File: src/rtl/pswf_pkg.sv
// pswf_pkg: shared types and constants for the pencil sketch window filter
// no dependencies; used by every module of the block
`timescale 1ns / 1ps

package pswf_pkg;

   // frame geometry
   localparam int MAX_WIDTH  = 1024;
   localparam int MAX_HEIGHT = 4096;
   localparam int COL_W      = $clog2(MAX_WIDTH);       // column index
   localparam int WIDTH_W    = 11;                      // image_width register
   localparam int HEIGHT_W   = 13;                      // image_height register
   localparam int CROW_W     = $clog2(MAX_HEIGHT);      // centre row index
   localparam int IROW_W     = HEIGHT_W;                // input row, may pass height

   // window geometry
   localparam int WIN_DIM    = 3;
   localparam int WIN_TAPS   = WIN_DIM * WIN_DIM;
   localparam int WIN_CENTRE = WIN_DIM + 1;

   // word layout: chan0 low byte, chan2 high byte
   localparam int CHAN_W     = 8;
   localparam int NUM_CHAN   = 3;
   localparam int WORD_W     = CHAN_W * NUM_CHAN;

   // arithmetic widths
   localparam int BOX_W      = 12;   // sum of nine bytes
   localparam int GRAD_W     = 11;   // signed gradient sum
   localparam int GAIN_W     = 3;
   localparam int PROD_W     = 15;   // gain times box sum
   localparam int QUOT_W     = 12;   // quotient of a PROD_W value by nine

   // floor(x / 9) as (x * 7282) >> 16, exact for x below 32768
   localparam int DIV9_RECIP = 7282;
   localparam int DIV9_SHIFT = 16;

   // configuration port
   localparam int CSR_ADDR_W = 5;
   localparam int CSR_DATA_W = 32;

   // register reset values
   localparam logic [WIDTH_W-1:0]  RST_WIDTH     = 11'd640;
   localparam logic [HEIGHT_W-1:0] RST_HEIGHT    = 13'd480;
   localparam logic [CHAN_W-1:0]   RST_THRESHOLD = 8'd25;
   localparam logic [CHAN_W-1:0]   RST_DARK      = 8'd32;
   localparam logic [GAIN_W-1:0]   RST_GAIN      = 3'd2;

   typedef enum logic [2:0] {
      REG_COLOR_MODE     = 3'd0,
      REG_IMAGE_WIDTH    = 3'd1,
      REG_IMAGE_HEIGHT   = 3'd2,
      REG_EDGE_THRESHOLD = 3'd3,
      REG_DARK_CUTOFF    = 3'd4,
      REG_GAIN           = 3'd5
   } reg_index_type;

   typedef logic [WORD_W-1:0] pix_word_type;
   typedef logic [WIN_TAPS-1:0][WORD_W-1:0] win_type;

   // border and end-of-frame marks for one window centre
   typedef struct packed {
      logic top;
      logic bottom;
      logic left;
      logic right;
      logic last;
   } pos_flags_type;

   // settings the arithmetic needs
   typedef struct packed {
      logic              color_mode;
      logic [CHAN_W-1:0] edge_threshold;
      logic [CHAN_W-1:0] dark_cutoff;
      logic [GAIN_W-1:0] gain;
   } kernel_cfg_type;

endpackage

File: src/rtl/pswf_window.sv
// pswf_window: 3x3 window registers, shifted left by one column per word
// depends on pswf_pkg
`timescale 1ns / 1ps

module pswf_window (
   input  logic                   clock,
   input  logic                   shift_en,
   input  pswf_pkg::pix_word_type up,
   input  pswf_pkg::pix_word_type mid,
   input  pswf_pkg::pix_word_type pix,
   output pswf_pkg::win_type      win
);

   pswf_pkg::win_type win_ff;
   pswf_pkg::win_type win_in;

   // shift each row left, new column enters on the right
   always_comb begin
      win_in = win_ff;
      for (int r = 0; r < pswf_pkg::WIN_DIM; r++) begin
         for (int c = 0; c < pswf_pkg::WIN_DIM - 1; c++) begin
            win_in[r*pswf_pkg::WIN_DIM + c] = win_ff[r*pswf_pkg::WIN_DIM + c + 1];
         end
      end
      win_in[pswf_pkg::WIN_DIM - 1]       = up;
      win_in[2*pswf_pkg::WIN_DIM - 1]     = mid;
      win_in[pswf_pkg::WIN_TAPS - 1]      = pix;
   end

   always_ff @(posedge clock) begin
      if (shift_en) begin
         win_ff <= win_in;
      end
   end

   assign win = win_ff;

endmodule

File: config.mk
export PLATFORM = sky130hd
export DESIGN_NAME = pswf_window
export DESIGN_NICKNAME = d
export VERILOG_FILES = /design/src/rtl/pswf_pkg.sv /design/src/rtl/pswf_window.sv
export SDC_FILE = /design/constraint.sdc
export NUM_CORES = 1
export LEC_CHECK = 0
export BUFFER_PORTS_ARGS = -buffer_cell sky130_fd_sc_hd__buf_2
export CAP_MARGIN = 20
export CORE_MARGIN = 5
export CORE_UTILIZATION = 46
export CTS_CLUSTER_SIZE = 10
export DETAILED_ROUTE_END_ITERATION = 6
export HOLD_SLACK_MARGIN = 0.03
export PLACE_DENSITY_LB_ADDON = 0.08
export SYNTH_ARGS = -nofsm -noshare
export SYNTH_HDL_FRONTEND = slang
export SYNTH_SLANG_ARGS = --single-unit
export TNS_END_PERCENT = 100
File: constraint.sdc
create_clock -name clock -period 0.8 [get_ports clock]
set_input_delay 0.16 -clock clock [delete_from_list [all_inputs] [get_ports clock]]
set_output_delay 0.16 -clock clock [all_outputs]
set_load 0.005 [all_outputs]
# Word-level counts from Yosys, hierarchy flattened
# Cells that the tools add are included.
# W data, S select, Z words.
# word_totals
input_bits,74
ff_bits,216
out_inout_bits,216
word_cells,9

# Longest topological paths before layout
# Gate-level depths: netlist (run 1).
# logic_depth
depth_word,0
mapped_depth,0
depth_no_buf,0

# Worst setup path after synthesis (run 1)
# Ideal clock, no wire load.
# synth_path
path_type,register to register
startpoint,"register win_ff, in the netlist win[24]"
endpoint,"register win_ff, in the netlist win[0], data pin"
slack_ps,152
setup_time_ps,278
required_ps,522
path_buffers,0
arrival_time_ps,369
period_less_slack_ps,648
stages_incl_launch_ff,1
path_cell_list,edfxtp_1
# synth_rtl
element,line_no,text
"start, declared",pswf_window.sv:14,pswf_pkg::win_type win_ff;
"start signal, assigned",pswf_window.sv:32,win_ff <= win_in;
# No word-level cell between the ends.

# Worst setup path in the final report (run 1)
# layout_path
startpoint,"register win_ff, in the netlist win[44]"
endpoint,output port win[44] in the netlist's numbering
# layout_rtl
element,line_no,text
"end, declared",pswf_window.sv:11,output pswf_pkg::win_type win
# No word-level cell between the ends.

==> reports/qor_table.md, run 1 <==
| Result | This run | Unit |
|---|---|---|
| Outcome | complete, but fails checks | - |
| Violated checks | setup timing | - |
| Seq cells post-synth | 216 | - |
| Total power draw | 0.02504 | W |
| Number of input and output port buffers inserted | 289 | - |
| Power per unit of standard cell area | 2451 | mW/mm^2 |
| Buf+Inv Stages, Crit Path | 1 | - |
| Number of vias after detailed routing | 3897 | - |
| Post-DR wirelength/cell | 17.64 | um |
| Reg-to-Reg End | win[32] | - |
| Layout cell share with drive strength beyond 1 | 57.37 | % |
| All-layer global routing usage | 17.33 | % |
| Effective utilization at floorplan | 46.73 | % |
| Number of search-and-repair iterations in the first detailed-routing pass | 4 | - |
| Clock edge transition at the registers on the reported setup and hold paths | 0.05 | ns |
| Max-slew violation count | 0 | - |
| Global-route wire length before repair | 21950 | um |
| Launch instance of the worst register-to-register path | win[56] | - |
| Period utilisation layout | 154.4 | % |
| Worst min-delay path class | primary input to flop | - |
| Unrepaired setup endpoints after global routing | true | - |
| Post-synth EDFFs | 216 | - |
| Post-synthesis cell type with the largest combined area | edfxtp_1 | - |
| FP Rows | 43 | - |
| Core ar. | 0.01388 | mm^2 |
| Root buffer selected by CTS | clkbuf_16 | - |
| Most numerous cell in the Yosys netlist | edfxtp_1 | - |
| Period minus WS final | 1.235 | ns |
| Overflow left after global routing | 0 | - |
| Average footprint of a synthesized cell | 30.03 | um^2 |
| Slew of the pin with the lowest slew margin | 0.2666 | ns |
| Setup violators final | 228 | - |
| CP Max Fanout | 2 | - |
| Clock Sink Count | 216 | - |
| Instance count along the most critical hold path | 2 | - |
| Area of the die | 0.01658 | mm^2 |
| Gate count after technology mapping | 216 | - |
| Standby leakage power | 4.281 | nW |
| Reg2Reg Setup Slack | -0.10 | ns |
| Synth top cells by count | 216 x edfxtp_1 | - |
| Critical Setup Path Class | flop to output port | - |
| Achievable clock frequency | 0.8096 | GHz |
| Stage delay of the slowest cell on the critical path | 0.43 | ns |
| Latest clock arrival within the worst-skew pair | 0.50 | ns |
| Vias in the first global route | 3924 | - |
| Largest register FFs | 216 | - |
| Syn nets | 290 | - |
| Area share of the largest cell type after synthesis | 100.0 | % |
| Post-synth cell types | 1 | - |
| Vias per cell | 4.505 | - |
| Worst hold start | shift_en | - |
| Die boundary height | 128.7 | um |
| Synthesis-to-finish area growth | 57.50 | % |
| Min-Delay Endpoint | win[134] | - |
| CTS buffer count | 25 | - |
| Count of cells along the worst register-to-register path | 2 | - |
| Number of primary I/O pins | 290 | - |
| Core Util, Final | 73.60 | % |
| Clock tree from TritonCTS | done | - |
| Worst EP arrival | 1.08 | ns |
| Most used DFF post-synth | edfxtp_1 | - |
| Final-report hold violation count | 0 | - |
| CP delay by family, top | flip-flops | - |
| Number of antenna violations at the first check in global routing | 0 | - |
| Max Root-Sink Buffers | 3 | - |
| Diode insertion count for antenna repair | 0 | - |
| Critical Path RT | 0.64 | ns |
| Multi-input gate area in the final layout | 0 | um^2 |
| MaxCap Viol Count | 0 | - |
| Post-layout net count | 757 | - |
| Remaining antenna violation count after routing | 0 | - |
| Wire length after detailed routing | 15260 | um |
| Async set-or-reset flop fraction in the synthesized netlist | 0 | % |
| Register area share after synthesis | 100.0 | % |
| Worst-case clock skew | 0.01427 | ns |
| Netlist area before placement | 0.006486 | mm^2 |
| Sum of net half-perimeters after detailed placement | 9975 | um |
| Critical path capture point type | output port | - |
| Type of origin of the critical path | flop | - |
| CP Cell Sequence | buf_2 | - |
| Master of the slowest instance on the critical path | edfxtp_1 | - |
| Maximum number of pins on one net before global-route repair | 53 | - |
| Multi-input gate count | 0 | - |
| Final worst setup slack | -0.4352 | ns |
| Die outline width | 128.7 | um |
| Main area contributors after synthesis | edfxtp_1 100% | - |
| Worst slew margin relative to its limit | 82.23 | % |
| H-Tree Depth | 1 | - |
| Number of remaining DRC errors | 0 | - |
| Peak supply drop | 0.001732 | V |
| Iteration-0 DRC Markers | 221 | - |
| Number of warnings reported in the yosys synthesis log | 0 | - |
| Final weighted congestion of routability-driven global placement | 0.7835 | - |
==> worst max-delay path by stage <==
stage	startpoint	endpoint	slack [ns]	depth (start not counted)
4_1_cts	win[44]	win[44]	-0.47	1
3_5_place_dp	shift_en	win[13]	-0.17	2
6_report	win[44]	win[44]	-0.44	1
3_3_place_gp	shift_en	win[4]	-0.15	2
2_1_floorplan	win[24]	win[0]	0.15	0
5_1_grt	win[44]	win[44]	-0.49	1
==> per-layer routing <==
metal / wire length (um) / track usage (%)
met1: 5272 / 20.26
met2: 8095 / 31.10
met3: 1614 / 5.562
met4: 278 / 4.324
met5: 0 / 0
==> through the flow <==
stage                     hold WS (ns)  setup WS, ns  cell area, um^2  std cells  setup TNS (ns)
after detailed placement        0.3381       -0.1714             8269        692          -29.62
after global routing            0.1414       -0.4914            10220        865          -90.96
final                           0.1382       -0.4352            10220        865          -79.98
after global placement          0.3363       -0.1523             8269        692          -25.86
after floorplan                 0.2589        0.1524             6486        216               0
after CTS                       0.1250       -0.4679             9916        830          -83.85
==> cells by family (layout without fill, tap and decap cells) <==
logic type             count (synthesis)  in the layout  share of synthesized area [%]
flip-flops                           216            216                          100.0
buffers and inverters                  0            469                              0
==> power by group <==
| part | internal [W] | switching (W) |
|---|---|---|
| Clock | 0.00551 | 0.00376 |
| Sequential | 0.0134 | 0.000323 |
| Combinational | 0.00118 | 0.000840 |
==> area by class of cell <==
| type | instances | area [um^2] |
|---|---|---|
| repair buffers | 440 | 2859 |
| clock buffers | 27 | 633.1 |
| well taps | 180 | 225.2 |
| flip-flops and latches | 216 | 6486 |
| fillers | 876 | 3665 |
| clock inverters | 2 | 12.51 |
==> placed cells by master, fill, tap and decap left out, drive strengths merged <==
cell         instances
buf                366
edfxtp             216
clkbuf              28
clkinv               1
dlygate4sd3         73
inv                  1
==> what timing repair did <==
action	CTS	global route
setup buffers	36	38
endpoints found under the setup margin	216	221
hold buffers	73	0
gates resized for setup	0	10
endpoints found under the hold margin	73	0
Power figures use the tool's default switching activity.
==> inputs of run 2 (changes only) <==
--- a/config.mk
+++ b/config.mk
@@ -7,6 +7,7 @@
 export LEC_CHECK = 0
 export BUFFER_PORTS_ARGS = -buffer_cell sky130_fd_sc_hd__buf_2
 export CAP_MARGIN = 20
+export CORE_ASPECT_RATIO = 1.2
 export CORE_MARGIN = 5
 export CORE_UTILIZATION = 46
 export CTS_CLUSTER_SIZE = 10
==> run 2 against run 1 <==
- the flow still finishes with violations (setup timing)
- critical endpoint is now win[27]
- critical path type unchanged
- sequential power about the same
- via count up 0.26%
- non-clock buffer count increased by 1
- final cell count down 1.0%
- global-route usage grew 0.075 points
- routed wire length grew 1.7%
==> reports/qor_table.md, run 2 (synthesis results as in run 1) <==
| Result | This run | Unit |
|---|---|---|
| Clock tree from TritonCTS | done | - |
| Worst-case clock skew | 0.006018 | ns |
| Core ar. | 0.01382 | mm^2 |
| Tightest hold margin | 0.1571 | ns |
| H-Tree Depth | 1 | - |
| Critical Path RT | 0.64 | ns |
| Slew of the pin with the lowest slew margin | 0.2113 | ns |
| Largest register FFs | 216 | - |
| Peak supply drop | 0.002042 | V |
| Max Root-Sink Buffers | 3 | - |
| Period utilisation layout | 153.7 | % |
| Worst min-delay path class | primary input to flop | - |
| Sum of net half-perimeters after detailed placement | 10330 | um |
| Max-slew violation count | 0 | - |
| Number of remaining DRC errors | 0 | - |
| Instance count along the most critical hold path | 2 | - |
| Post-layout net count | 758 | - |
| Clock Sink Count | 216 | - |
| Worst slew margin relative to its limit | 85.92 | % |
| Standby leakage power | 4.284 | nW |
| Critical Setup Path Class | flop to output port | - |
| Cells after DPL | 687 | - |
| Achievable clock frequency | 0.8135 | GHz |
| Multi-input gate count | 0 | - |
| Setup violators final | 226 | - |
| Effective utilization at floorplan | 46.94 | % |
| Unrepaired setup endpoints after global routing | true | - |
| Commonest non-fill, non-tap cells in the layout | 286 x buf_2, 216 x edfxtp_1, 72 x dlygate4sd3_1 | - |
| CTS buffer count | 25 | - |
| Vias per cell | 4.564 | - |
| FP Rows | 47 | - |
| # fillers | 810 | - |
| Reg-to-Reg End | win[28] | - |
| Remaining antenna violation count after routing | 0 | - |
| Latest clock arrival within the worst-skew pair | 0.49 | ns |
| Iteration-0 DRC Markers | 252 | - |
| Multi-input gate area in the final layout | 0 | um^2 |
| Outcome | complete, but fails checks | - |
| Number of primary I/O pins | 290 | - |
| CP Cell Sequence | buf_2 | - |
| Type of origin of the critical path | flop | - |
| Master of the slowest instance on the critical path | edfxtp_1 | - |
| Standard cell area after detailed placement | 0.008288 | mm^2 |
| Min-Delay Endpoint | win[15] | - |
| Number of vias after detailed routing | 3907 | - |
| Wire length after detailed routing | 15520 | um |
| Total power draw | 0.02500 | W |
| Synthesis-to-finish area growth | 57.35 | % |
| Worst hold start | shift_en | - |
| Launch instance of the worst register-to-register path | win[52] | - |
| Final-report hold violation count | 0 | - |
| Area of the die | 0.01659 | mm^2 |
| Root buffer selected by CTS | clkbuf_16 | - |
| Diode insertion count for antenna repair | 0 | - |
| Clock edge transition at the registers on the reported setup and hold paths | 0.05 | ns |
| CP delay by family, top | flip-flops | - |
| Period minus WS final | 1.229 | ns |
| Layout cell share with drive strength beyond 1 | 57.52 | % |
| Worst EP arrival | 1.07 | ns |
| Count of placed standard cells in the final layout, fillers left out | 856 | - |
| Setup Slack @ Placement | -0.1545 | ns |
| Violated checks | setup timing | - |
| Count of cells along the worst register-to-register path | 2 | - |
| Most common cell after layout, fill and taps aside | buf_2 | - |
| Maximum number of pins on one net before global-route repair | 40 | - |
| Final weighted congestion of routability-driven global placement | 0.7663 | - |
| Post-DR wirelength/cell | 18.13 | um |
| Overflow left after global routing | 0 | - |
| Number of search-and-repair iterations in the first detailed-routing pass | 4 | - |
| MaxCap Viol Count | 0 | - |
| Final instance area | 0.01021 | mm^2 |
| Number of input and output port buffers inserted | 289 | - |
| Number of antenna violations at the first check in global routing | 0 | - |
| Die boundary height | 140.1 | um |
| Buf+Inv Stages, Crit Path | 1 | - |
| CP Max Fanout | 2 | - |
| Reg2Reg Setup Slack | -0.08 | ns |
| Stage delay of the slowest cell on the critical path | 0.43 | ns |
| Critical path capture point type | output port | - |
| Die outline width | 118.4 | um |
| Vias in the first global route | 4128 | - |
| Global-route wire length before repair | 22670 | um |
| Final worst setup slack | -0.4293 | ns |
| All-layer global routing usage | 17.41 | % |
| Power per unit of standard cell area | 2449 | mW/mm^2 |
## run 2: changes by cell type in the layout (fill, tap and decap cells not counted)
| cell | previous run | this run |
|---|---|---|
| buf_4 | 64 | 68 |
| dlygate4sd3_1 | 73 | 72 |
| inv_6 | 1 | 0 |
| buf_2 | 288 | 286 |
## run 2: how the worst max path moves through the flow
stage / cells after the start / end / from / slack [ns]
finish: 1 / win[27] / win[27] / -0.43
global route: 1 / win[99] / win[99] / -0.49
floorplan: 0 / win[0] / win[24] / 0.15
detailed placement: 2 / win[85] / shift_en / -0.15
global placement: 2 / win[163] / shift_en / -0.14
CTS: 1 / win[99] / win[99] / -0.47
## run 2: through the flow
step / TNS (ns) / util, %
6_report: -78.94 / 73.85
3_3_place_gp: -26.04 / 59.97
2_1_floorplan: 0 / -
3_5_place_dp: -28.18 / 59.97
4_1_cts: -83.19 / 72.24
5_1_grt: -89.21 / 73.85
## run 2: what timing repair did
item / in CTS / in global routing
gates resized for setup: 0 / 11
setup buffers: 45 / 30
hold buffers: 72 / 0
setup endpoints to repair: 216 / 228
pin swaps: 0 / 0
hold endpoints to repair: 72 / 0
## run 2: power breakdown
part / total (W) / switching [W] / internal [W]
registers: 0.0137 / 0.000318 / 0.0134
logic: 0.00204 / 0.000850 / 0.00119
clock network: 0.00923 / 0.00373 / 0.00549
total: 0.0250 / 0.00490 / 0.0201
## run 2: routing by layer
metal	wire, um	GRT usage (%)	part of all wire, %	vias to the layer above
li1	-	-	-	1809
met1	5238	18.73	34	1872
met2	8325	31.26	54	198
met3	1601	6.976	10	28
met4	354	5.612	2.3	0
met5	0	0	0	-
## run 2: area by class of cell
| class | count | area (um^2) | area share [%] |
|---|---|---|---|
| repair buffers | 441 | 2869 | 28.11 |
| well taps | 171 | 214.0 | 2.096 |
| clock buffers | 27 | 633.1 | 6.203 |
| clock inverters | 1 | 3.754 | 0.03678 |
| flip-flops and latches | 216 | 6486 | 63.55 |
