===== src/rtl/pswf_pkg.sv =====
// pswf_pkg: shared types and constants for the pencil sketch window filter
// no dependencies; used by every module of the block
`timescale 1ns / 1ps

package pswf_pkg;

   // frame geometry
   localparam int MAX_WIDTH  = 1024;
   localparam int MAX_HEIGHT = 4096;
   localparam int COL_W      = $clog2(MAX_WIDTH);       // column index
   localparam int WIDTH_W    = 11;                      // image_width register
   localparam int HEIGHT_W   = 13;                      // image_height register
   localparam int CROW_W     = $clog2(MAX_HEIGHT);      // centre row index
   localparam int IROW_W     = HEIGHT_W;                // input row, may pass height

   // window geometry
   localparam int WIN_DIM    = 3;
   localparam int WIN_TAPS   = WIN_DIM * WIN_DIM;
   localparam int WIN_CENTRE = WIN_DIM + 1;

   // word layout: chan0 low byte, chan2 high byte
   localparam int CHAN_W     = 8;
   localparam int NUM_CHAN   = 3;
   localparam int WORD_W     = CHAN_W * NUM_CHAN;

   // arithmetic widths
   localparam int BOX_W      = 12;   // sum of nine bytes
   localparam int GRAD_W     = 11;   // signed gradient sum
   localparam int GAIN_W     = 3;
   localparam int PROD_W     = 15;   // gain times box sum
   localparam int QUOT_W     = 12;   // quotient of a PROD_W value by nine

   // floor(x / 9) as (x * 7282) >> 16, exact for x below 32768
   localparam int DIV9_RECIP = 7282;
   localparam int DIV9_SHIFT = 16;

   // configuration port
   localparam int CSR_ADDR_W = 5;
   localparam int CSR_DATA_W = 32;

   // register reset values
   localparam logic [WIDTH_W-1:0]  RST_WIDTH     = 11'd640;
   localparam logic [HEIGHT_W-1:0] RST_HEIGHT    = 13'd480;
   localparam logic [CHAN_W-1:0]   RST_THRESHOLD = 8'd25;
   localparam logic [CHAN_W-1:0]   RST_DARK      = 8'd32;
   localparam logic [GAIN_W-1:0]   RST_GAIN      = 3'd2;

   typedef enum logic [2:0] {
      REG_COLOR_MODE     = 3'd0,
      REG_IMAGE_WIDTH    = 3'd1,
      REG_IMAGE_HEIGHT   = 3'd2,
      REG_EDGE_THRESHOLD = 3'd3,
      REG_DARK_CUTOFF    = 3'd4,
      REG_GAIN           = 3'd5
   } reg_index_type;

   typedef logic [WORD_W-1:0] pix_word_type;
   typedef logic [WIN_TAPS-1:0][WORD_W-1:0] win_type;

   // border and end-of-frame marks for one window centre
   typedef struct packed {
      logic top;
      logic bottom;
      logic left;
      logic right;
      logic last;
   } pos_flags_type;

   // settings the arithmetic needs
   typedef struct packed {
      logic              color_mode;
      logic [CHAN_W-1:0] edge_threshold;
      logic [CHAN_W-1:0] dark_cutoff;
      logic [GAIN_W-1:0] gain;
   } kernel_cfg_type;

endpackage


===== src/rtl/pswf_kernel.sv =====
// pswf_kernel: window sums stage and result register stage
// depends on pswf_pkg
`timescale 1ns / 1ps

module pswf_kernel (
   input  logic                              clock,
   input  logic                              reset,
   input  logic                              win_valid,
   output logic                              win_ready,
   input  pswf_pkg::win_type                 win,
   input  pswf_pkg::pos_flags_type           flags,
   input  pswf_pkg::kernel_cfg_type          cfg,
   output logic                              rsp_valid,
   input  logic                              rsp_ready,
   output logic [pswf_pkg::CHAN_W-1:0]       rsp_res0,
   output logic [pswf_pkg::CHAN_W-1:0]       rsp_res1,
   output logic [pswf_pkg::CHAN_W-1:0]       rsp_res2,
   output logic                              rsp_frame_end
);

   localparam int PROD_MUL_W = pswf_pkg::PROD_W + pswf_pkg::DIV9_SHIFT;

   // floor division by nine through the reciprocal
   function automatic logic [pswf_pkg::QUOT_W-1:0] div9(
      input logic [pswf_pkg::PROD_W-1:0] x
   );
      logic [PROD_MUL_W-1:0] p;
      p = PROD_MUL_W'(x) * PROD_MUL_W'(pswf_pkg::DIV9_RECIP);
      return p[pswf_pkg::DIV9_SHIFT +: pswf_pkg::QUOT_W];
   endfunction

   // sums stage
   logic                                  s_valid_ff;
   logic                                  s_valid_in;
   logic [pswf_pkg::BOX_W-1:0]            s_box0_ff, s_box1_ff, s_box2_ff;
   logic [pswf_pkg::PROD_W-1:0]           s_prod_ff;
   logic signed [pswf_pkg::GRAD_W-1:0]    s_gmax_ff;
   logic                                  s_last_ff;

   // result stage
   logic                                  rsp_valid_ff;
   logic                                  rsp_valid_in;
   logic [pswf_pkg::CHAN_W-1:0]           res0_ff, res1_ff, res2_ff;
   logic                                  frame_end_ff;

   logic                                  r_free;
   logic                                  s_go;
   logic                                  s_load;

   pswf_pkg::pix_word_type                tap [pswf_pkg::WIN_TAPS];
   logic [pswf_pkg::BOX_W-1:0]            box0, box1, box2;
   logic signed [pswf_pkg::GRAD_W-1:0]    t [pswf_pkg::WIN_TAPS];
   logic signed [pswf_pkg::GRAD_W-1:0]    g1, g2, gmax;
   logic [pswf_pkg::PROD_W-1:0]           prod;

   logic [pswf_pkg::BOX_W-1:0]            thr9;
   logic                                  white;
   logic [pswf_pkg::PROD_W-1:0]           num0;
   logic [pswf_pkg::QUOT_W-1:0]           q0, q1, q2;
   logic [pswf_pkg::CHAN_W-1:0]           res0_in, res1_in, res2_in;

   // handshake between the stages
   assign r_free    = !rsp_valid_ff || rsp_ready;
   assign s_go      = s_valid_ff && r_free;
   assign win_ready = !s_valid_ff || r_free;
   assign s_load    = win_valid && win_ready;

   // border replacement and window sums
   always_comb begin
      for (int r = 0; r < pswf_pkg::WIN_DIM; r++) begin
         for (int c = 0; c < pswf_pkg::WIN_DIM; c++) begin
            if ((r == 0 && flags.top) || (r == pswf_pkg::WIN_DIM - 1 && flags.bottom) ||
                (c == 0 && flags.left) || (c == pswf_pkg::WIN_DIM - 1 && flags.right)) begin
               tap[r*pswf_pkg::WIN_DIM + c] = win[pswf_pkg::WIN_CENTRE];
            end else begin
               tap[r*pswf_pkg::WIN_DIM + c] = win[r*pswf_pkg::WIN_DIM + c];
            end
         end
      end
      box0 = '0;
      box1 = '0;
      box2 = '0;
      for (int i = 0; i < pswf_pkg::WIN_TAPS; i++) begin
         box0 = box0 + pswf_pkg::BOX_W'(tap[i][0 +: pswf_pkg::CHAN_W]);
         box1 = box1 + pswf_pkg::BOX_W'(tap[i][pswf_pkg::CHAN_W +: pswf_pkg::CHAN_W]);
         box2 = box2 + pswf_pkg::BOX_W'(tap[i][2*pswf_pkg::CHAN_W +: pswf_pkg::CHAN_W]);
         t[i] = $signed(pswf_pkg::GRAD_W'(tap[i][0 +: pswf_pkg::CHAN_W]));
      end
   end

   // diagonal gradients on the gray byte, centre has weight zero
   assign g1   = t[0] + t[1] - t[2] + t[3] - t[5] + t[6] - t[7] - t[8];
   assign g2   = t[0] + t[1] + t[2] - t[3] + t[5] - t[6] - t[7] - t[8];
   assign gmax = (g1 > g2) ? g1 : g2;
   assign prod = {3'b000, box0} * pswf_pkg::PROD_W'(cfg.gain);

   always_comb begin
      if (s_load) begin
         s_valid_in = 1'b1;
      end else if (s_go) begin
         s_valid_in = 1'b0;
      end else begin
         s_valid_in = s_valid_ff;
      end
   end

   always_ff @(posedge clock) begin
      if (reset) begin
         s_valid_ff <= 1'b0;
      end else begin
         s_valid_ff <= s_valid_in;
      end
   end

   always_ff @(posedge clock) begin
      if (s_load) begin
         s_box0_ff <= box0;
         s_box1_ff <= box1;
         s_box2_ff <= box2;
         s_prod_ff <= prod;
         s_gmax_ff <= gmax;
         s_last_ff <= flags.last;
      end
   end

   // edge test, scaling, clamping and per-channel averages
   assign thr9  = (pswf_pkg::BOX_W'(cfg.edge_threshold) << 3) +
                  pswf_pkg::BOX_W'(cfg.edge_threshold);
   assign white = s_gmax_ff[pswf_pkg::GRAD_W-1] ||
                  ({1'b0, s_gmax_ff[pswf_pkg::GRAD_W-2:0]} < thr9);
   assign num0  = cfg.color_mode ? pswf_pkg::PROD_W'(s_box0_ff) : s_prod_ff;
   assign q0    = div9(num0);
   assign q1    = div9(pswf_pkg::PROD_W'(s_box1_ff));
   assign q2    = div9(pswf_pkg::PROD_W'(s_box2_ff));

   always_comb begin
      if (cfg.color_mode) begin
         res0_in = q0[pswf_pkg::CHAN_W-1:0];
         res1_in = q1[pswf_pkg::CHAN_W-1:0];
         res2_in = q2[pswf_pkg::CHAN_W-1:0];
      end else begin
         res1_in = '0;
         res2_in = '0;
         if (white) begin
            res0_in = '1;
         end else if (q0 > pswf_pkg::QUOT_W'(8'hFF)) begin
            res0_in = '0;
         end else if (q0[pswf_pkg::CHAN_W-1:0] < cfg.dark_cutoff) begin
            res0_in = '1;
         end else begin
            res0_in = 8'hFF - q0[pswf_pkg::CHAN_W-1:0];
         end
      end
   end

   always_comb begin
      if (s_go) begin
         rsp_valid_in = 1'b1;
      end else if (rsp_ready) begin
         rsp_valid_in = 1'b0;
      end else begin
         rsp_valid_in = rsp_valid_ff;
      end
   end

   always_ff @(posedge clock) begin
      if (reset) begin
         rsp_valid_ff <= 1'b0;
      end else begin
         rsp_valid_ff <= rsp_valid_in;
      end
   end

   always_ff @(posedge clock) begin
      if (s_go) begin
         res0_ff      <= res0_in;
         res1_ff      <= res1_in;
         res2_ff      <= res2_in;
         frame_end_ff <= s_last_ff;
      end
   end

   assign rsp_valid     = rsp_valid_ff;
   assign rsp_res0      = res0_ff;
   assign rsp_res1      = res1_ff;
   assign rsp_res2      = res2_ff;
   assign rsp_frame_end = frame_end_ff;

endmodule


===== config.mk =====
export PLATFORM = sky130hd
export DESIGN_NAME = pswf_kernel
export DESIGN_NICKNAME = d
export VERILOG_FILES = /design/src/rtl/pswf_pkg.sv /design/src/rtl/pswf_kernel.sv
export SDC_FILE = /design/constraint.sdc
export NUM_CORES = 1
export LEC_CHECK = 0
export BUFFER_PORTS_ARGS = -buffer_cell sky130_fd_sc_hd__buf_2
export CAP_MARGIN = 20
export CORE_ASPECT_RATIO = 1.25
export CORE_MARGIN = 3
export CORE_UTILIZATION = 50
export DETAILED_ROUTE_END_ITERATION = 16
export PLACE_DENSITY = 0.78
export REMOVE_ABC_BUFFERS = 1
export SYNTH_ARGS = -nofsm -noshare
export SYNTH_HDL_FRONTEND = slang
export SYNTH_SLANG_ARGS = --single-unit

===== constraint.sdc =====
create_clock -name clock -period 13.1 [get_ports clock]
set_input_delay 1.31 -clock clock [delete_from_list [all_inputs] [get_ports clock]]
set_output_delay 1.31 -clock clock [all_outputs]
set_load 0.01 [all_outputs]

Word level (Yosys, flattened, before mapping)
Index checks and enable logic that the tools add are counted. Widths: inputs -> output; s select.

Logic and storage cells: 90. Flip-flop bits (word level): 90. Output and inout bits: 27. Input port bits: 245.

Add/sub/neg operators: 39. Order comparisons: 4. Reduce and logical (&&, ||, !) cells: 13. Muxes and demuxes: 18. $mul: 4.

Operators by type and width (count): $mux 24 (8); $add 12x8->12 (12); $sub 11x9->11 (7); $add 11x8->12 (4); $mul 12x12->23 const B (2); $add 9x8->10 (4); $add 8x8->9 (4); $add 10x8->11 (3); $add 11x9->11 (3); $mux 8 (4); $mul 15x12->27 const B (1); $mul 12x3->15 (1); $mux 15 (1); $gt 12x8->1 const B (1); $lt 10x12->1 (1); $gt 11x11->1 (1); $mux 11 (1); $sub 10x8->11 (1); $lt 8x8->1 (1); $sub 8x8->8 const A (1); $logic_or 1x1->1 (7); $mux 1 (4); $reduce_bool 2->1 (2); $logic_and 1x1->1 (2); $logic_not 1->1 (2).

Depth between registers and ports, before layout
Word-level depth: 11. Depth in mapped cells: 30. Mapped depth without buffers: 28.

Least setup slack after synthesis
No wires, ideal clock.

Path kind: in2reg. Start: input flags[3] in the netlist's numbering. End: register s_gmax_ff[5] in the netlist's numbering (data pin). Path slack: 4.677 ns. Stages: 26. Path buffers: 3. Library setup time: 0.262 ns. Arrival time: 8.161 ns. Data required time: 12.838 ns. Path through: clkbuf_1 -> nor2_1 -> clkbuf_1 -> mux2i_1 -> inv_1 -> fa_1 -> fa_1 -> fa_1 -> inv_1 -> fa_1 -> inv_1 -> ha_1 -> a21oi_1 -> nor2b_1 -> o21a_1 -> o41ai_1 -> o21a_1 -> xor2_1 -> inv_1 -> ha_1 -> and4_1 -> nand2_1 -> o21bai_1 -> a31oi_1 -> buf_1 -> mux2_1.

Longest elaborated chain between the ends: 7. Elaborated cells between the ends (all ways): 13. Classes of those cells: 6 x add/sub; 1 x order compare; 4 x mux; 2 x reduce/logical.

RTL lines: start, declared (line pswf_kernel.sv:11) `input pswf_pkg::pos_flags_type flags,`; $logic_or 1x1->1 (line pswf_kernel.sv:72) `if ((r == 0 && flags.top) || (r == pswf_pkg::WIN_DIM - 1 && flags.bottom) ||`; $mux 24 (line pswf_kernel.sv:72); $add 11x9->11 or $sub 11x9->11 (tied branches) (line pswf_kernel.sv:92, pswf_kernel.sv:93); $sub 11x9->11, on equally long branches (2 in a row) (line pswf_kernel.sv:92, pswf_kernel.sv:93); $gt 11x11->1 (line pswf_kernel.sv:94) `assign gmax = (g1 > g2) ? g1 : g2;`; $mux 11 * (line pswf_kernel.sv:94); named net gmax, one bit (line pswf_kernel.sv:53) `logic signed [pswf_pkg::GRAD_W-1:0] g1, g2, gmax;`; end signal, assigned (line pswf_kernel.sv:121) `s_gmax_ff <= gmax;`; end, declared (line pswf_kernel.sv:37) `logic signed [pswf_pkg::GRAD_W-1:0] s_gmax_ff;`.

Mark *: on every way through the listed nets, which the timed path passes. The rest lies on a longest branch. A chain may end at the register's enable or synchronous reset.

Final worst setup path
Start: input flags[1] in the netlist's numbering. End: register s_prod_ff[13] in the netlist's numbering (data pin).

Longest elaborated chain between the ends: 10. Elaborated cells between the ends (all ways): 13. Classes of those cells: 7 x add/sub; 1 x mul; 3 x mux; 2 x reduce/logical.

RTL lines: $logic_or 1x1->1 (line pswf_kernel.sv:73) `(c == 0 && flags.left) || (c == pswf_pkg::WIN_DIM - 1 && flags.right)) begin`; $mux 24 (line pswf_kernel.sv:72); $add 9x8->10 (line pswf_kernel.sv:84) `box0 = box0 + pswf_pkg::BOX_W'(tap[i][0 +: pswf_pkg::CHAN_W]);`; $add 10x8->11 (line pswf_kernel.sv:84); $add 11x8->12 (line pswf_kernel.sv:84); $add 12x8->12 (3 in a row) (line pswf_kernel.sv:84); $add 12x8->12 * (line pswf_kernel.sv:84); $mul 12x3->15 * (line pswf_kernel.sv:95) `assign prod = {3'b000, box0} * pswf_pkg::PROD_W'(cfg.gain);`; named net prod, one bit (line pswf_kernel.sv:54) `logic [pswf_pkg::PROD_W-1:0] prod;`; end signal, assigned (line pswf_kernel.sv:120) `s_prod_ff <= prod;`; end, declared (line pswf_kernel.sv:36) `logic [pswf_pkg::PROD_W-1:0] s_prod_ff;`.

Marks and branches as above.

==> results.py <==
metrics = {
    "yosys": {
        "synth-seq-cells": 90,
        "synth_simple_gate_area_share": 0.0602,
        "avgSynthCellArea_um2": 10.4,
        "syn_area_mm2": 0.0216,
        "yosysSeqAreaShare": 0.124,
        "synth_warnings": 0,
        "synth_top_family_by_area": "adder cells",
        "synth-main-ff-cell": "edfxtp_1",
        "synthArstFlopShare": 0,
        "netlist_instances": 2075,
        "synth_xor_area_frac": 0.0336,
        "synth-edff-count": 88,
        "netlist_top_cells_area": "fa_1 33%, ha_1 19%, edfxtp_1 12%, inv_1 8.7%, mux2i_1 6.9%",
        "yosys.area.top_type": "fa_1",
        "synth_compound_area_frac": 0.0652,
        "yosys.area.top_type_share": 0.328,
        "synth.distinct_cells": 72,
        "synth.area.mux_share": 0.103,
        "synth_adder_area_share": 0.520,
    },
    "global_route": {
        "antenna_found_initial": 7,
        "grt_max_degree": 64,
        "grt_pass1_wl_mm": 84.5,
        "grt_pass1_vias": 16900,
        "grt_remaining_overflow": 0,
        "track_usage": 0.236,
    },
    "floorplan": {
        "die_w_um": 192,
        "rows": 84,
        "coreArea_mm2": 0.0424,
        "dieArea_mm2": 0.0458,
        "die_h_um": 238,
        "start_util": 0.510,
        "io_pins": 272,
    },
    "setup_path": {
        "crit_fanout": 26,
        "crit_arrival_ps": 8770,
        "path_common_cell": "fa_1",
        "slowest_stage": "fa_1",
        "critPathMaxStageDelay_ps": 530,
        "cp-end-kind": "register",
        "crit_path_start_kind": "input pin",
        "critPathRequiredTime_ps": 13230,
        "worstSetupPathType": "in2reg",
    },
    "timing": {
        "setup_viol": 0,
        "drv_slew": 0,
        "tns_ps": 0,
        "slew_headroom": 0.417,
        "layout_min_cycle_time_ps": 8640,
        "fin_crit_sh": 0.660,
        "clock_skew_ps": 11.4,
        "fin_hold_ws_ps": 436,
        "setup_ws_ps": 4460,
        "finalHoldViolCount": 0,
        "grt_setup_unrepaired": "no",
        "worst_pin_slew_ps": 875,
        "fmax_mhz": 116,
    },
    "clock_network": {
        "root_buffer": "clkbuf_16",
        "numCtsBuffers": 9,
        "holdBufCountCts": 0,
        "clkTransAtPathRegs_ps": 80,
        "htree_levels": 3,
        "cts_buffer_depth": 2,
        "cts.sinks": 90,
        "cts_tree": "done",
        "clk_latency_ps": 370,
        "cts_resized": 0,
        "postCtsSetupBuffers": 0,
    },
    "final_layout": {
        "drive_gt1_frac": 0.162,
        "fin_nets": 3264,
        "syn2layout_area_growth_pct": 11.0,
        "fillers": 3607,
        "fin_util": 0.567,
    },
    "placed_design": {
        "hpwl_mm": 46.2,
        "place_ws_ps": 4170,
        "port_buffers": 271,
        "place.gp.congestion": 0.946,
    },
    "route": {
        "drt_iter0_markers": 632,
        "viasPerCell": 5.27,
        "wl_per_cell_um": 18.1,
        "antenna_left": 0,
        "drt-total-wl_mm": 52.5,
        "remaining_drc_errors": 0,
        "firstDrtPassIters": 7,
        "vias": 15300,
    },
    "hold_path": {
        "hp-class": "reg2reg",
    },
    "status": {
        "status": "completed",
    },
    "flow_run": {
        "maxCapViolCount": 0,
    },
}
==> path summary, 6_finish.rpt <==
path / from / endpoint / slack (ps) / depth (start not counted)
worst max register to register: s_box0_ff[3] / rsp_res0[5] / 6360 / 23
worst min-delay path: s_last_ff / rsp_frame_end / 440 / 0
worst max-delay path: flags[1] / s_prod_ff[13] / 4460 / 28
worst min register to register: s_last_ff / rsp_frame_end / 440 / 0
==> worst max-delay path, delay by kind of cell <==
family                     cells  cell delay [ps]
xor gates and xnor gates       1              140
buffers and inverters          5              970
and+or+nand+nor                6             1360
AOI/OAI and AO/OA              7             1080
adders and majority gates      8             3440
muxes                          1              440
==> layout by cell type (no fill, tap or decap), types with 11 or more instances in the layout <==
| cell | n |
|---|---|
| inv_1 | 500 |
| fa_1 | 354 |
| ha_1 | 331 |
| buf_2 | 271 |
| mux2i_1 | 148 |
| edfxtp_1 | 88 |
| nand2_1 | 71 |
| a21oi_1 | 60 |
| xnor2_1 | 57 |
| mux2_2 | 54 |
| nor2_1 | 41 |
| o21ai_1 | 40 |
| xor2_1 | 26 |
| a21o_1 | 24 |
| nor2b_1 | 20 |
| nor3_1 | 20 |
| and2_1 | 19 |
| o21a_1 | 16 |
| nand3_1 | 16 |
| o21ai_0 | 11 |
| buf_4 | 11 |
==> metal layers <==
metal  vias up  track usage  wire, um
met3       102       0.0357      2670
met4         6       0.0897      2070
li1       7261            -         -
met2       414        0.420     26600
met1      7526        0.288     21200
met5         -            0        33
==> kinds of logic after synthesis <==
family	count (synthesis)
compound gates	214
flops	90
buf+inv	540
xor+xnor	83
mux	213
simple gates	248
fa+ha+maj	687
==> per-stage QoR <==
step	instance area [um^2]	cells
2_1_floorplan	21500	2040
3_3_place_gp	23700	2881
3_5_place_dp	23700	2882
4_1_cts	24000	2898
5_1_grt	24000	2898
6_report	24000	2905
==> flip-flops by register name (all words and copies together) (netlist names), 8 cells and up <==
register / count
s_prod_ff: 15
s_box1_ff: 12
rsp_res1: 8
s_box0_ff: 12
rsp_res0: 8
rsp_res2: 8
s_box2_ff: 12
s_gmax_ff: 11
==> layout make-up <==
cell class,instances,area [um^2],share of cell area
Tap cell,559,699,0.0291
Clock buffer,9,225,0.00939
Timing Repair Buffer,283,1460,0.0608
Clock inverter,7,78.8,0.00328
Multi-Input combinational cell,1445,16900,0.706
Antenna cell,7,17.5,0.000730
Sequential cell,90,2680,0.112
Inverter,505,1900,0.0791
==> synthesized netlist by cell type, types with 3 or more instances <==
cell and count:
fa_1 354, nand2b_1 10, nor2b_1 21, a211oi_1 4, or3_1 9, nor2_1 45, o211ai_1 8, a21o_1 24
a21oi_1 60, o311ai_1 3, a21boi_1 7, ha_1 331, edfxtp_1 88, o21ai_1 40, nand3_1 16, o21bai_1 9
nor3b_1 3, and3b_1 5, o21ai_0 11, inv_2 3, clkbuf_1 26, o21a_1 16, xor2_1 26, nand4_1 7
nand2_1 71, mux2_2 54, mux2i_1 148, mux2_1 10, o31ai_1 3, a31oi_1 7, buf_1 7, and3_1 4
and2_1 20, xnor2_1 57, inv_1 500, nor3_1 20
Power is not shown: default switching activity piles up to over one toggle a cycle in this logic, so the estimate is an artifact.
